$ cat src/rtl/mcadc_pkg.sv
// Shared types and constants for the multichannel ADC moving-average block.
// No dependencies; imported by the top-level module of the block.
`timescale 1ns / 1ps

package mcadc_pkg;

  // Sample and window geometry
  localparam int SampleBits  = 12;
  localparam int WindowLen   = 32;
  localparam int WindowShift = 5;
  localparam int WinIdxW     = 5;
  localparam int FillW       = 6;
  localparam int SumW        = SampleBits + WindowShift;

  // Scan slots and analog mux inputs
  localparam int SlotW      = 3;
  localparam int SlotSpace  = 8;
  localparam int MuxW       = 4;
  localparam int NumMuxRegs = 5;
  localparam int ActW       = 3;

  localparam logic [MuxW-1:0] MuxReset [NumMuxRegs] = '{4'd0, 4'd1, 4'd2, 4'd3, 4'd8};
  localparam logic [ActW-1:0] ActiveReset = 3'd4;

  // Configuration port
  localparam int CfgIdxW  = 3;
  localparam int CfgDataW = 4;
  localparam logic [CfgIdxW-1:0] CfgActive  = 3'd0;
  localparam logic [CfgIdxW-1:0] CfgMuxFirst = 3'd1;
  localparam logic [CfgIdxW-1:0] CfgMuxLast  = 3'd5;

  // Request codes
  typedef enum logic [1:0] {
    ReqSample  = 2'd0,
    ReqAverage = 2'd1,
    ReqLast    = 2'd2
  } req_e;

  typedef struct packed {
    req_e                  req_type;
    logic [SampleBits-1:0] sample;
    logic [SlotW-1:0]      query_channel;
  } in_item_t;

  typedef struct packed {
    logic [SlotW-1:0]      stored_channel;
    logic [MuxW-1:0]       next_mux_input;
    logic [SampleBits-1:0] read_value;
  } out_item_t;

endpackage

$ cat src/rtl/mcadc_ram.sv
// Generic single-port-write, single-port-read RAM with registered read data.
// Depends on nothing; holds the per-channel sample rings.
`timescale 1ns / 1ps

module mcadc_ram #(
  parameter int Width = 12,
  parameter int Depth = 160
) (
  input  logic                     clk_i,
  input  logic                     we_i,
  input  logic [$clog2(Depth)-1:0] waddr_i,
  input  logic [Width-1:0]         wdata_i,
  input  logic                     re_i,
  input  logic [$clog2(Depth)-1:0] raddr_i,
  output logic [Width-1:0]         rdata_o
);

  logic [Width-1:0] mem [Depth];
  logic [Width-1:0] rdata_q;

  // Write port
  always_ff @(posedge clk_i) begin
    if (we_i) begin
      mem[waddr_i] <= wdata_i;
    end
  end

  // Registered read; data holds while no read is issued
  always_ff @(posedge clk_i) begin
    if (re_i) begin
      rdata_q <= mem[raddr_i];
    end
  end

  assign rdata_o = rdata_q;

endmodule

$ cat src/rtl/multichannel_adc_moving_average.sv
// Multichannel ADC sampler with a 32-sample boxcar average per scan slot.
// Throughput: one item per cycle unless the output stalls. Requests wait in the
// update stage until the output register is free. The ring read at transfer and
// the write from the update stage set this two-stage form. Reset: scan, counters,
// sums and values clear to zero, config registers take their reset values; the
// ring RAM is not cleared and its read data is used only once a ring is full.
`timescale 1ns / 1ps

module multichannel_adc_moving_average import mcadc_pkg::*; #(
  parameter int MAX_CHANNELS = 5
) (
  input  logic                clk_i,
  input  logic                rst_ni,
  // configuration writes
  input  logic                cfg_we_i,
  input  logic [CfgIdxW-1:0]  cfg_idx_i,
  input  logic [CfgDataW-1:0] cfg_data_i,
  // request channel
  input  logic                in_valid_i,
  output logic                in_stall_o,
  input  in_item_t            in_data_i,
  // result channel
  output logic                out_valid_o,
  input  logic                out_stall_i,
  output out_item_t           out_data_o
);

  localparam int ChW      = (MAX_CHANNELS > 1) ? $clog2(MAX_CHANNELS) : 1;
  localparam int RamDepth = MAX_CHANNELS * WindowLen;
  localparam int AddrW    = $clog2(RamDepth);

  // Configuration registers
  logic [ActW-1:0] active_q;
  logic [MuxW-1:0] mux_q [SlotSpace];

  // Channel state
  logic [SlotW-1:0]      scan_slot_q;
  logic [WinIdxW-1:0]    wr_idx_q [MAX_CHANNELS];
  logic [FillW-1:0]      fill_q   [MAX_CHANNELS];
  logic [SumW-1:0]       sum_q    [MAX_CHANNELS];
  logic [SampleBits-1:0] last_q   [MAX_CHANNELS];
  logic [SampleBits-1:0] avg_q    [MAX_CHANNELS];

  // Update stage registers
  logic                  s1_valid_q;
  req_e                  s1_req_q;
  logic [SampleBits-1:0] s1_smp_q;
  logic [ChW-1:0]        s1_ch_q;
  logic [SlotW-1:0]      s1_slot_q;
  logic                  s1_qok_q;
  logic [MuxW-1:0]       s1_mux_q;
  logic [AddrW-1:0]      s1_addr_q;

  // Output register
  logic      out_valid_q;
  out_item_t out_q;

  // Handshake
  logic out_ready, s1_fire, in_fire;

  assign out_ready  = !out_valid_q || !out_stall_i;
  assign s1_fire    = s1_valid_q && out_ready;
  assign in_stall_o = s1_valid_q && !out_ready;
  assign in_fire    = in_valid_i && !in_stall_o;

  // ---------------------------------------------------------------
  // Transfer stage: pick slot, issue ring read, advance the scan
  // ---------------------------------------------------------------
  logic [SlotW:0]        act_cnt;
  logic [SlotW-1:0]      s0_slot;
  logic [SlotW:0]        s0_next_wide;
  logic [SlotW-1:0]      s0_next;
  logic                  s0_is_smp;
  logic [ChW-1:0]        s0_ch;
  logic [WinIdxW-1:0]    s0_w;
  logic [AddrW-1:0]      s0_addr;
  logic                  s0_qok;
  logic [SlotW-1:0]      s0_scan_after;
  logic [SampleBits-1:0] ram_rdata;

  always_comb begin
    // clamp the active count to 1..MAX_CHANNELS
    act_cnt = {1'b0, active_q};
    if (active_q == '0) begin
      act_cnt = (SlotW+1)'(1);
    end else if ({1'b0, active_q} > (SlotW+1)'(MAX_CHANNELS)) begin
      act_cnt = (SlotW+1)'(MAX_CHANNELS);
    end

    // a slot beyond the channel count stores into slot 0
    s0_slot = scan_slot_q;
    if ({1'b0, scan_slot_q} >= (SlotW+1)'(MAX_CHANNELS)) begin
      s0_slot = '0;
    end

    s0_next_wide = {1'b0, s0_slot} + (SlotW+1)'(1);
    s0_next      = (s0_next_wide >= act_cnt) ? '0 : s0_next_wide[SlotW-1:0];

    s0_is_smp = (in_data_i.req_type == ReqSample);
    s0_qok    = {1'b0, in_data_i.query_channel} < (SlotW+1)'(MAX_CHANNELS);
    s0_ch     = s0_is_smp ? s0_slot[ChW-1:0] : in_data_i.query_channel[ChW-1:0];
    s0_w      = wr_idx_q[s0_ch];
    s0_addr   = AddrW'({s0_slot[ChW-1:0], s0_w});

    s0_scan_after = s0_is_smp ? s0_next : scan_slot_q;
  end

  // Ring storage for all channels
  mcadc_ram #(
    .Width(SampleBits),
    .Depth(RamDepth)
  ) u_ring (
    .clk_i  (clk_i),
    .we_i   (s1_fire && (s1_req_q == ReqSample)),
    .waddr_i(s1_addr_q),
    .wdata_i(s1_smp_q),
    .re_i   (in_fire && s0_is_smp),
    .raddr_i(s0_addr),
    .rdata_o(ram_rdata)
  );

  // Configuration writes
  always_ff @(posedge clk_i or negedge rst_ni) begin
    if (!rst_ni) begin
      active_q <= ActiveReset;
      for (int i = 0; i < NumMuxRegs; i++) begin
        mux_q[i] <= MuxReset[i];
      end
      for (int i = NumMuxRegs; i < SlotSpace; i++) begin
        mux_q[i] <= '0;
      end
    end else if (cfg_we_i) begin
      if (cfg_idx_i == CfgActive) begin
        active_q <= cfg_data_i[ActW-1:0];
      end else if (cfg_idx_i >= CfgMuxFirst && cfg_idx_i <= CfgMuxLast) begin
        mux_q[cfg_idx_i - CfgMuxFirst] <= cfg_data_i[MuxW-1:0];
      end
    end
  end

  // Scan slot and write index advance at a sample transfer
  always_ff @(posedge clk_i or negedge rst_ni) begin
    if (!rst_ni) begin
      scan_slot_q <= '0;
      for (int i = 0; i < MAX_CHANNELS; i++) begin
        wr_idx_q[i] <= '0;
      end
    end else if (in_fire && s0_is_smp) begin
      scan_slot_q     <= s0_next;
      wr_idx_q[s0_ch] <= s0_w + WinIdxW'(1);
    end
  end

  // Stage valid
  always_ff @(posedge clk_i or negedge rst_ni) begin
    if (!rst_ni) begin
      s1_valid_q <= 1'b0;
    end else if (in_fire) begin
      s1_valid_q <= 1'b1;
    end else if (s1_fire) begin
      s1_valid_q <= 1'b0;
    end
  end

  // Stage payload
  always_ff @(posedge clk_i) begin
    if (in_fire) begin
      s1_req_q  <= in_data_i.req_type;
      s1_smp_q  <= in_data_i.sample;
      s1_ch_q   <= s0_ch;
      s1_slot_q <= s0_slot;
      s1_qok_q  <= s0_qok;
      s1_mux_q  <= mux_q[s0_scan_after];
      s1_addr_q <= s0_addr;
    end
  end

  // ---------------------------------------------------------------
  // Update stage: running sum, average, reads
  // ---------------------------------------------------------------
  logic                  s1_full;
  logic [SumW-1:0]       sum_sub;
  logic [SumW-1:0]       sum_nxt;
  logic [SampleBits-1:0] avg_nxt;
  out_item_t             res;

  always_comb begin
    s1_full = (fill_q[s1_ch_q] == FillW'(WindowLen));

    // drop the oldest sample once the ring is full
    sum_sub = s1_full ? (sum_q[s1_ch_q] - SumW'(ram_rdata)) : sum_q[s1_ch_q];
    sum_nxt = sum_sub + SumW'(s1_smp_q);
    avg_nxt = s1_full ? SampleBits'(sum_nxt >> WindowShift) : s1_smp_q;

    res                = '0;
    res.next_mux_input = s1_mux_q;
    case (s1_req_q)
      ReqSample: begin
        res.stored_channel = s1_slot_q;
      end
      ReqAverage: begin
        if (s1_qok_q && s1_full) begin
          res.read_value = avg_q[s1_ch_q];
        end
      end
      ReqLast: begin
        if (s1_qok_q) begin
          res.read_value = last_q[s1_ch_q];
        end
      end
      default: begin
        res.stored_channel = '0;
      end
    endcase
  end

  // Channel value state
  always_ff @(posedge clk_i or negedge rst_ni) begin
    if (!rst_ni) begin
      for (int i = 0; i < MAX_CHANNELS; i++) begin
        fill_q[i] <= '0;
        sum_q[i]  <= '0;
        last_q[i] <= '0;
        avg_q[i]  <= '0;
      end
    end else if (s1_fire && (s1_req_q == ReqSample)) begin
      sum_q[s1_ch_q]  <= sum_nxt;
      avg_q[s1_ch_q]  <= avg_nxt;
      last_q[s1_ch_q] <= s1_smp_q;
      if (!s1_full) begin
        fill_q[s1_ch_q] <= fill_q[s1_ch_q] + FillW'(1);
      end
    end
  end

  // Output register
  always_ff @(posedge clk_i or negedge rst_ni) begin
    if (!rst_ni) begin
      out_valid_q <= 1'b0;
    end else if (s1_fire) begin
      out_valid_q <= 1'b1;
    end else if (!out_stall_i) begin
      out_valid_q <= 1'b0;
    end
  end

  always_ff @(posedge clk_i) begin
    if (s1_fire) begin
      out_q <= res;
    end
  end

  assign out_valid_o = out_valid_q;
  assign out_data_o  = out_q;

endmodule
$ cat config.mk
export PLATFORM = sky130hd
export DESIGN_NAME = multichannel_adc_moving_average
export DESIGN_NICKNAME = d
export VERILOG_FILES = /design/src/rtl/mcadc_pkg.sv /design/src/rtl/mcadc_ram.sv /design/src/rtl/multichannel_adc_moving_average.sv
export SDC_FILE = /design/constraint.sdc
export NUM_CORES = 2
export LEC_CHECK = 0
export ABC_AREA = 1
export BUFFER_PORTS_ARGS = -buffer_cell sky130_fd_sc_hd__buf_2
export CORE_ASPECT_RATIO = 2
export CORE_MARGIN = 5
export CORE_UTILIZATION = 50
export CTS_CLUSTER_DIAMETER = 200
export DETAILED_ROUTE_END_ITERATION = 10
export GPL_TIMING_DRIVEN = 0
export PLACE_DENSITY = 0.78
export SYNTH_ARGS = -nofsm -noshare
export SYNTH_HDL_FRONTEND = slang
export SYNTH_SLANG_ARGS = --single-unit
$ cat constraint.sdc
create_clock -name clk_i -period 5.5 [get_ports clk_i]
set_clock_uncertainty 0.2 [all_clocks]
set_input_delay 0.55 -clock clk_i [delete_from_list [all_inputs] [get_ports clk_i]]
set_output_delay 0.55 -clock clk_i [all_outputs]
set_load 0.02 [all_outputs]
* After elaboration in Yosys (flattened, before gate mapping)
Memories as Yosys holds them, arrays and structs flattened. A register that Yosys moved wholly into a read port is not among the register bits.
Index checks and enable logic that the tools add are counted.
** Storage, ports and cells
- Flip-flop bits (word level) :: 352
- Bits in writable memories :: 1920
- Input bits :: 29
- Logic and storage cells :: 151
- Memories :: 1
** Memory list
- u_ring.mem :: words 160, bits a word 12, read ports 1, clocked after memory_dff 1, write ports 1, RTL line mcadc_ram.sv:18 : logic [Width-1:0] mem [Depth];
** Operators by class
- $add $sub $neg :: 6
- Order comparisons :: 13
- Equal/unequal tests :: 4
- Multiplexer cells :: 51
- Bitwise operators :: 6
- Reduce and logical (&&, ||, !) cells :: 23
** Operator list (number)
- $bwmux W60 :: 2
- $mux W12 :: 8
- $bwmux W85 :: 1
- $bmux W12 S3 :: 2
- $mux W17 :: 4
- $bmux W17 S3 :: 1
- $demux W17 S3 :: 1
- $demux W12 S3 :: 1
- $bwmux W32 :: 1
- $bwmux W30 :: 1
- $bwmux W25 :: 1
- $pmux W12 S2 :: 1
- $bmux W6 S3 :: 1
- $demux W6 S3 :: 1
- $mux W6 :: 3
- $add A17 B12 Y17 :: 1
- $sub A17 B12 Y17 :: 1
- $ge A4 B4 Y1 const B :: 4
- $mux W4 :: 4
- $not A3 Y4 :: 4
- $bmux W5 S3 :: 1
- $demux W5 S3 :: 1
- $mux W3 :: 5
- $mux W5 :: 3
- 27 further kinds :: 50

* Depth between registers and ports, before layout
- Depth after elaboration :: 10
- Depth in mapped cells :: 31

* Hierarchy
A second synthesis with hierarchy kept.
** Second synthesis, totals
- Cell total of the unflattened synthesis :: 8339
- Area total of the unflattened synthesis :: 94598.2 µm²
** Modules (own cells, without submodules)
- mcadc_ram :: instances 1, cells an instance 6318, area an instance 77620.7 µm², sequential area each 58015.6 µm²
- multichannel_adc_moving_average :: instances 1, cells an instance 2021, area an instance 16977.5 µm², sequential area each 8986.1 µm²

* Worst setup path before layout
OpenSTA, ideal clock, no wires.
- Path type :: reg2reg
- Start :: register s1_ch_q[0]
- End :: register avg_q[10] in the netlist's numbering
- Data arrival time :: 4788 ps
- Slack :: 372 ps
- Stages on the path, launching flop included :: 28
- Cell sequence :: edfxtp_1 -> buf_4 -> nor2_4 -> nand2_2 -> inv_2 -> buf_1 -> buf_1 -> a221oi_1 -> ha_1 -> fa_1 -> o21ai_0 -> nand3_1 -> nand2_1 -> xnor2_1 -> o21ai_0 -> ha_1 -> nand2_1 -> o21a_1 -> nand2_1 -> a21boi_0 -> o21ai_0 -> nand2_1 -> a21oi_2 -> nand3_1 -> nand2_1 -> nand3_1 -> nand3_1 -> o21ai_0
** On the way
- Longest elaborated chain between the ends :: 9
- Elaborated cells between the ends (all ways) :: 18
- Classes of those cells :: add/sub (2); order compare (2); eq/ne (1); mux (11); bitwise (1); reduce/logical (1)
** Ends and longest elaborated chain
- start: declaration :: RTL line multichannel_adc_moving_average.sv:48 : logic [ChW-1:0] s1_ch_q;
- start signal: assignment :: RTL line multichannel_adc_moving_average.sv:170 : s1_ch_q <= s0_ch;
- $not A3 Y4 (not written as such) (*) :: RTL line multichannel_adc_moving_average.sv:188, multichannel_adc_moving_average.sv:191, multichannel_adc_moving_average.sv:228
- $bmux W17 S3 or $bmux W6 S3 (tied branches) :: RTL line multichannel_adc_moving_average.sv:191, multichannel_adc_moving_average.sv:188
- $mux W17 (not written as such) or $mux W6 (tied branches) (2 in a row) :: RTL line multichannel_adc_moving_average.sv:191, multichannel_adc_moving_average.sv:188
- $sub A17 B12 Y17 or $eq A6 B6 Y1 (tied branches) :: RTL line multichannel_adc_moving_average.sv:191, multichannel_adc_moving_average.sv:188
- $mux W17 :: RTL line multichannel_adc_moving_average.sv:191 : sum_sub = s1_full ? (sum_q[s1_ch_q] - SumW'(ram_rdata)) : sum_q[s1_ch_q];
- $add A17 B12 Y17 :: RTL line multichannel_adc_moving_average.sv:192 : sum_nxt = sum_sub + SumW'(s1_smp_q);
- $mux W12 :: RTL line multichannel_adc_moving_average.sv:193 : avg_nxt = s1_full ? SampleBits'(sum_nxt >> WindowShift) : s1_smp_q;
- $bwmux W60 (*) :: RTL line multichannel_adc_moving_average.sv:228 : avg_q[s1_ch_q] <= avg_nxt;
- end signal: indexed assignment :: RTL line multichannel_adc_moving_average.sv:228
- end: declaration :: RTL line multichannel_adc_moving_average.sv:42 : logic [SampleBits-1:0] avg_q [MAX_CHANNELS];
Mark *: on every way between the ends. The rest lies on a longest branch, timed or not. The select of a mux whose other input is x is not followed.
A chain may end at the register's enable or synchronous reset.

* Final worst setup path
- Start :: register scan_slot_q[2]
- End :: register u_ring.rdata_q[6] (netlist: u_ring.rdata_o[6]) (read register of u_ring.mem) (data pin)
** On the way
- Longest elaborated chain between the ends :: 7
** Ends and longest elaborated chain
- start: declaration :: RTL line multichannel_adc_moving_average.sv:37 : logic [SlotW-1:0] scan_slot_q;
- start signal: assignment :: RTL line multichannel_adc_moving_average.sv:149 : scan_slot_q <= s0_next;
- $ge A3 B3 Y1 :: RTL line multichannel_adc_moving_average.sv:92 : if ({1'b0, scan_slot_q} >= (SlotW+1)'(MAX_CHANNELS)) begin
- $mux W3 :: RTL line multichannel_adc_moving_average.sv:92
- $mux W3 :: RTL line multichannel_adc_moving_average.sv:101 : s0_ch = s0_is_smp ? s0_slot[ChW-1:0] : in_data_i.query_channel[ChW-1:0];
- via s0_ch[1] :: RTL line multichannel_adc_moving_average.sv:74 : logic [ChW-1:0] s0_ch;
- $not A3 Y4 (not written as such) :: RTL line multichannel_adc_moving_average.sv:102 : s0_w = wr_idx_q[s0_ch];
- $bmux W5 S3 :: RTL line multichannel_adc_moving_average.sv:102
- $mux W5 (not written as such) (2 in a row) :: RTL line multichannel_adc_moving_average.sv:102
- end: declaration :: RTL line mcadc_ram.sv:19 : logic [Width-1:0] rdata_q;
The timed path passes the listed nets, and every way through them passes these cells. The select of a mux whose other input is x is not followed.

==> summary.txt <==
Status
  – Status: complete, but fails checks
  – Violated checks: max-capacitance violations, max-slew violations, negative setup slack

Detailed routing
  – Wire per inst: 29.2 µm
  – Drt drc: 0
  – DR vias: 74348
  – Drt first pass iters: 8
  – Final ANT Viol Nets: 0
  – DR iter-0 viols: 9210
  – Total routed wirelength: 358000 µm
  – Vias per cell: 6.06

Timing
  – Slew @ Worst Pin: 1.70 ns
  – Maximum clock frequency: 0.180 GHz
  – Slew HR: -0.135
  – Setup ws final: -0.0445 ns
  – Tcrit/Tclk final: 1.01
  – Minimum clock period after layout: 5.54 ns
  – Max-slew violation count: 37
  – RSZ-0062 raised after global routing: true
  – Final setup fails: 8
  – Final Hold Viols: 0

Final layout
  – Layout area overhead: 14.6%
  – Share of layout cells above drive strength 1: 0.0962
  – Nets@finish: 9622
  – Commonest non-fill, non-tap cell in the layout: nand2_1
  – Final std cell area, no fill: 113000 µm²
  – FILL cells: 15247
  – Commonest non-fill, non-tap cells in the layout: nand2_1 (2377), edfxtp_1 (1981), nand3_1 (1234)

Floorplan
  – Initial core utilization: 0.502
  – Die area: 206000 µm²
  – DIE HEIGHT: 637 µm
  – Core Box Area: 196000 µm²
  – Die W: 324 µm
  – Rows: 230
  – Io pins: 50

Global route
  – First-pass GRT wire length: 500000 µm
  – Grt total ovfl: 0
  – Initial antenna violation count: 23
  – Vias in the first global route: 72823
  – Global Route Usage Sum: 0.341
  – Largest net degree at the start of global routing: 115

Job
  – Max-Cap Viols: 5

Synthesis
  – Seq/Total Area, Yosys: 0.681
  – Post-synth EDFFs: 1981
  – Top cells by area, synth: edfxtp_1 (61%), nand2_1 (9.1%), dfrtp_1 (7.5%), nand3_1 (6.3%), inv_1 (3.6%)
  – Mapped Nets: 9192
  – Share of the synthesized area in the top cell type: 0.605
  – Total number of yosys warnings: 0
  – Mapped Cells: 9122
  – Area leader, netlist: edfxtp_1
  – Unique masters post-synth: 58
  – Most common flop cell mapped by yosys: edfxtp_1
  – Register bit count reported by yosys: 2281
  – Async SR Flop Fraction: 0.132
  – Syn_area_per_cell: 10.8 µm²
  – Cell Area, Synth: 98300 µm²

Placement
  – Final HPWL DP: 259000 µm
  – Pre-CTS setup slack: -2.77 ns
  – GPL Wtd Cong: 1.05
  – DP Area: 105000 µm²
  – Number of port buffers: 49

CTS
  – Clock root cell: clkbuf_16
  – CTS max path bufs: 4
  – Clock transition at path regs: 0.07 ns
  – Worst skew pair latency: 0.89 ns
  – Htree depth: 4
  – CTS tree: built
  – CTS Buf Count: 197
  – Sink Count: 2281

Setup path
  – Worst Path Arrival: 5.96 ns
  – Slowest stage cell, crit path: a21oi_2
  – Cell family with most CP delay: simple AND/OR/NAND/NOR gates
  – Setup CP Type: reg2reg
  – CP most frequent cell: nand3_1
  – Critical Path Start Type: flop
  – Critical path, cell by cell: inv_2, nand2_2, inv_2, nand2_1, nand2_2, nor2_4, nand2_1, nand2_1, a21oi_2, buf_2, buf_1, nand3_1, nand3_1, nand3_1, nand3_1, nand3_1, nand3_1, nand2_1
  – Setup crit end kind: flop
  – WP data required: 5.91 ns
  – Worst Path Max Fanout: 10
  – Buf/Inv on CP: 4
  – Worst path max stage delay: 0.66 ns

Power
  – Leak: 0.0439 µW
  – Worst VDD drop: 0.000282 V
  – Final Power: 49900 µW
  – Pwr/cell area: 443 nW/µm²

Worst hold path
  – HP Class: in2async
path summary, 6_finish.rpt:
path | slack (ns) | to | from | cells past startpoint
min in group clk_i | 0.12 | mux_q[21] | cfg_idx_i[2] | 4
worst max register to register | -0.04 | u_ring.rdata_o[6] | scan_slot_q[2] | 18
worst min-delay path | 0.05 | sum_q[64] | rst_ni | 2
worst max-delay path | -0.04 | u_ring.rdata_o[6] | scan_slot_q[2] | 18
max in group asynchronous | 3.40 | last_q[5] | rst_ni | 4
worst min register to register | 0.22 | out_data_o[15] | s1_mux_q[3] | 0
what timing repair did:
action | 4_1_cts | 5_1_grt
setup endpoints to repair | 140 | 129
hold endpoints to repair | 132 | 0
hold buffers | 26 | 0
pin swaps | 8 | 28
gates cloned | 0 | 1
resized for setup | 114 | 68
buffers inserted | 8 | 32
where the power goes:
group | switching, µW | total [µW] | internal, µW
Clock | 6480 | 14400 | 7930
Sequential | 475 | 20200 | 19700
Combinational | 11200 | 15300 | 4150
Total | 18100 | 49900 | 31800
registers in the layout, indices dropped and copies added, names as in the netlist:
name / flops
active_q: 3
s1_smp_q: 12
last_q: 60
u_ring.mem: 1920
s1_ch_q: 3
out_data_o: 19
s1_mux_q: 4
scan_slot_q: 3
s1_qok_q: 1
s1_valid_q: 1
s1_addr_q: 5
s1_req_q: 2
u_ring.rdata_o: 12
s1_slot_q: 3
avg_q: 60
sum_q: 85
wr_idx_q: 25
out_valid_o: 1
fill_q: 30
mux_q: 32
logic make-up after synthesis:
kind of cell / synth area share
fa+ha+maj: 0.00537
xor+xnor: 0.00284
compound gates: 0.0585
flops: 0.681
simple gates: 0.187
mux: 0.000560
buf+inv: 0.0645
routing by layer:
layer  GRT usage  wire length, µm  vias up
met4       0.392            53600       10
met3      0.0861            33100     2047
met2       0.564           172000     5219
met1       0.316            99600    35103
met5           0               98        -
li1            -                -    31969
per-stage QoR:
stage	hold slack [ns]	cells	util	TNS, ns
floorplan	0.0544	9122	-	0
global placement	0.221	11723	0.519	-7760.79
detailed placement	0.217	11839	0.535	-253.37
CTS	0.0647	12222	0.572	0
global route	0.117	12258	0.575	-2.87
finish	0.0463	12273	0.575	-0.174
final cells by class:
class	instances	area (µm²)	share of cell area
clock buffers	235	5240	0.0465
clock inverters	115	1250	0.0111
repair inverters	1	8.76	0.0000777
flip-flops and latches	2281	67000	0.595
plain buffers	519	2840	0.0252
multi-input cells	5349	25500	0.227
well taps	2552	3190	0.0283
repair buffers	232	3870	0.0344
diodes	18	45.0	0.000400
inverters	971	3690	0.0328
cells in the mapped netlist (all sizes together), types with 25 or more instances:
cell,instances
nand2,2402
edfxtp,1981
nand3,1247
inv,966
o21ai,519
nor2,460
buf,327
dfrtp,294
o211ai,268
clkbuf,194
nand4,106
or2,85
a21oi,80
ha,39
o22ai,25
Power figures use the tool's default switching activity.
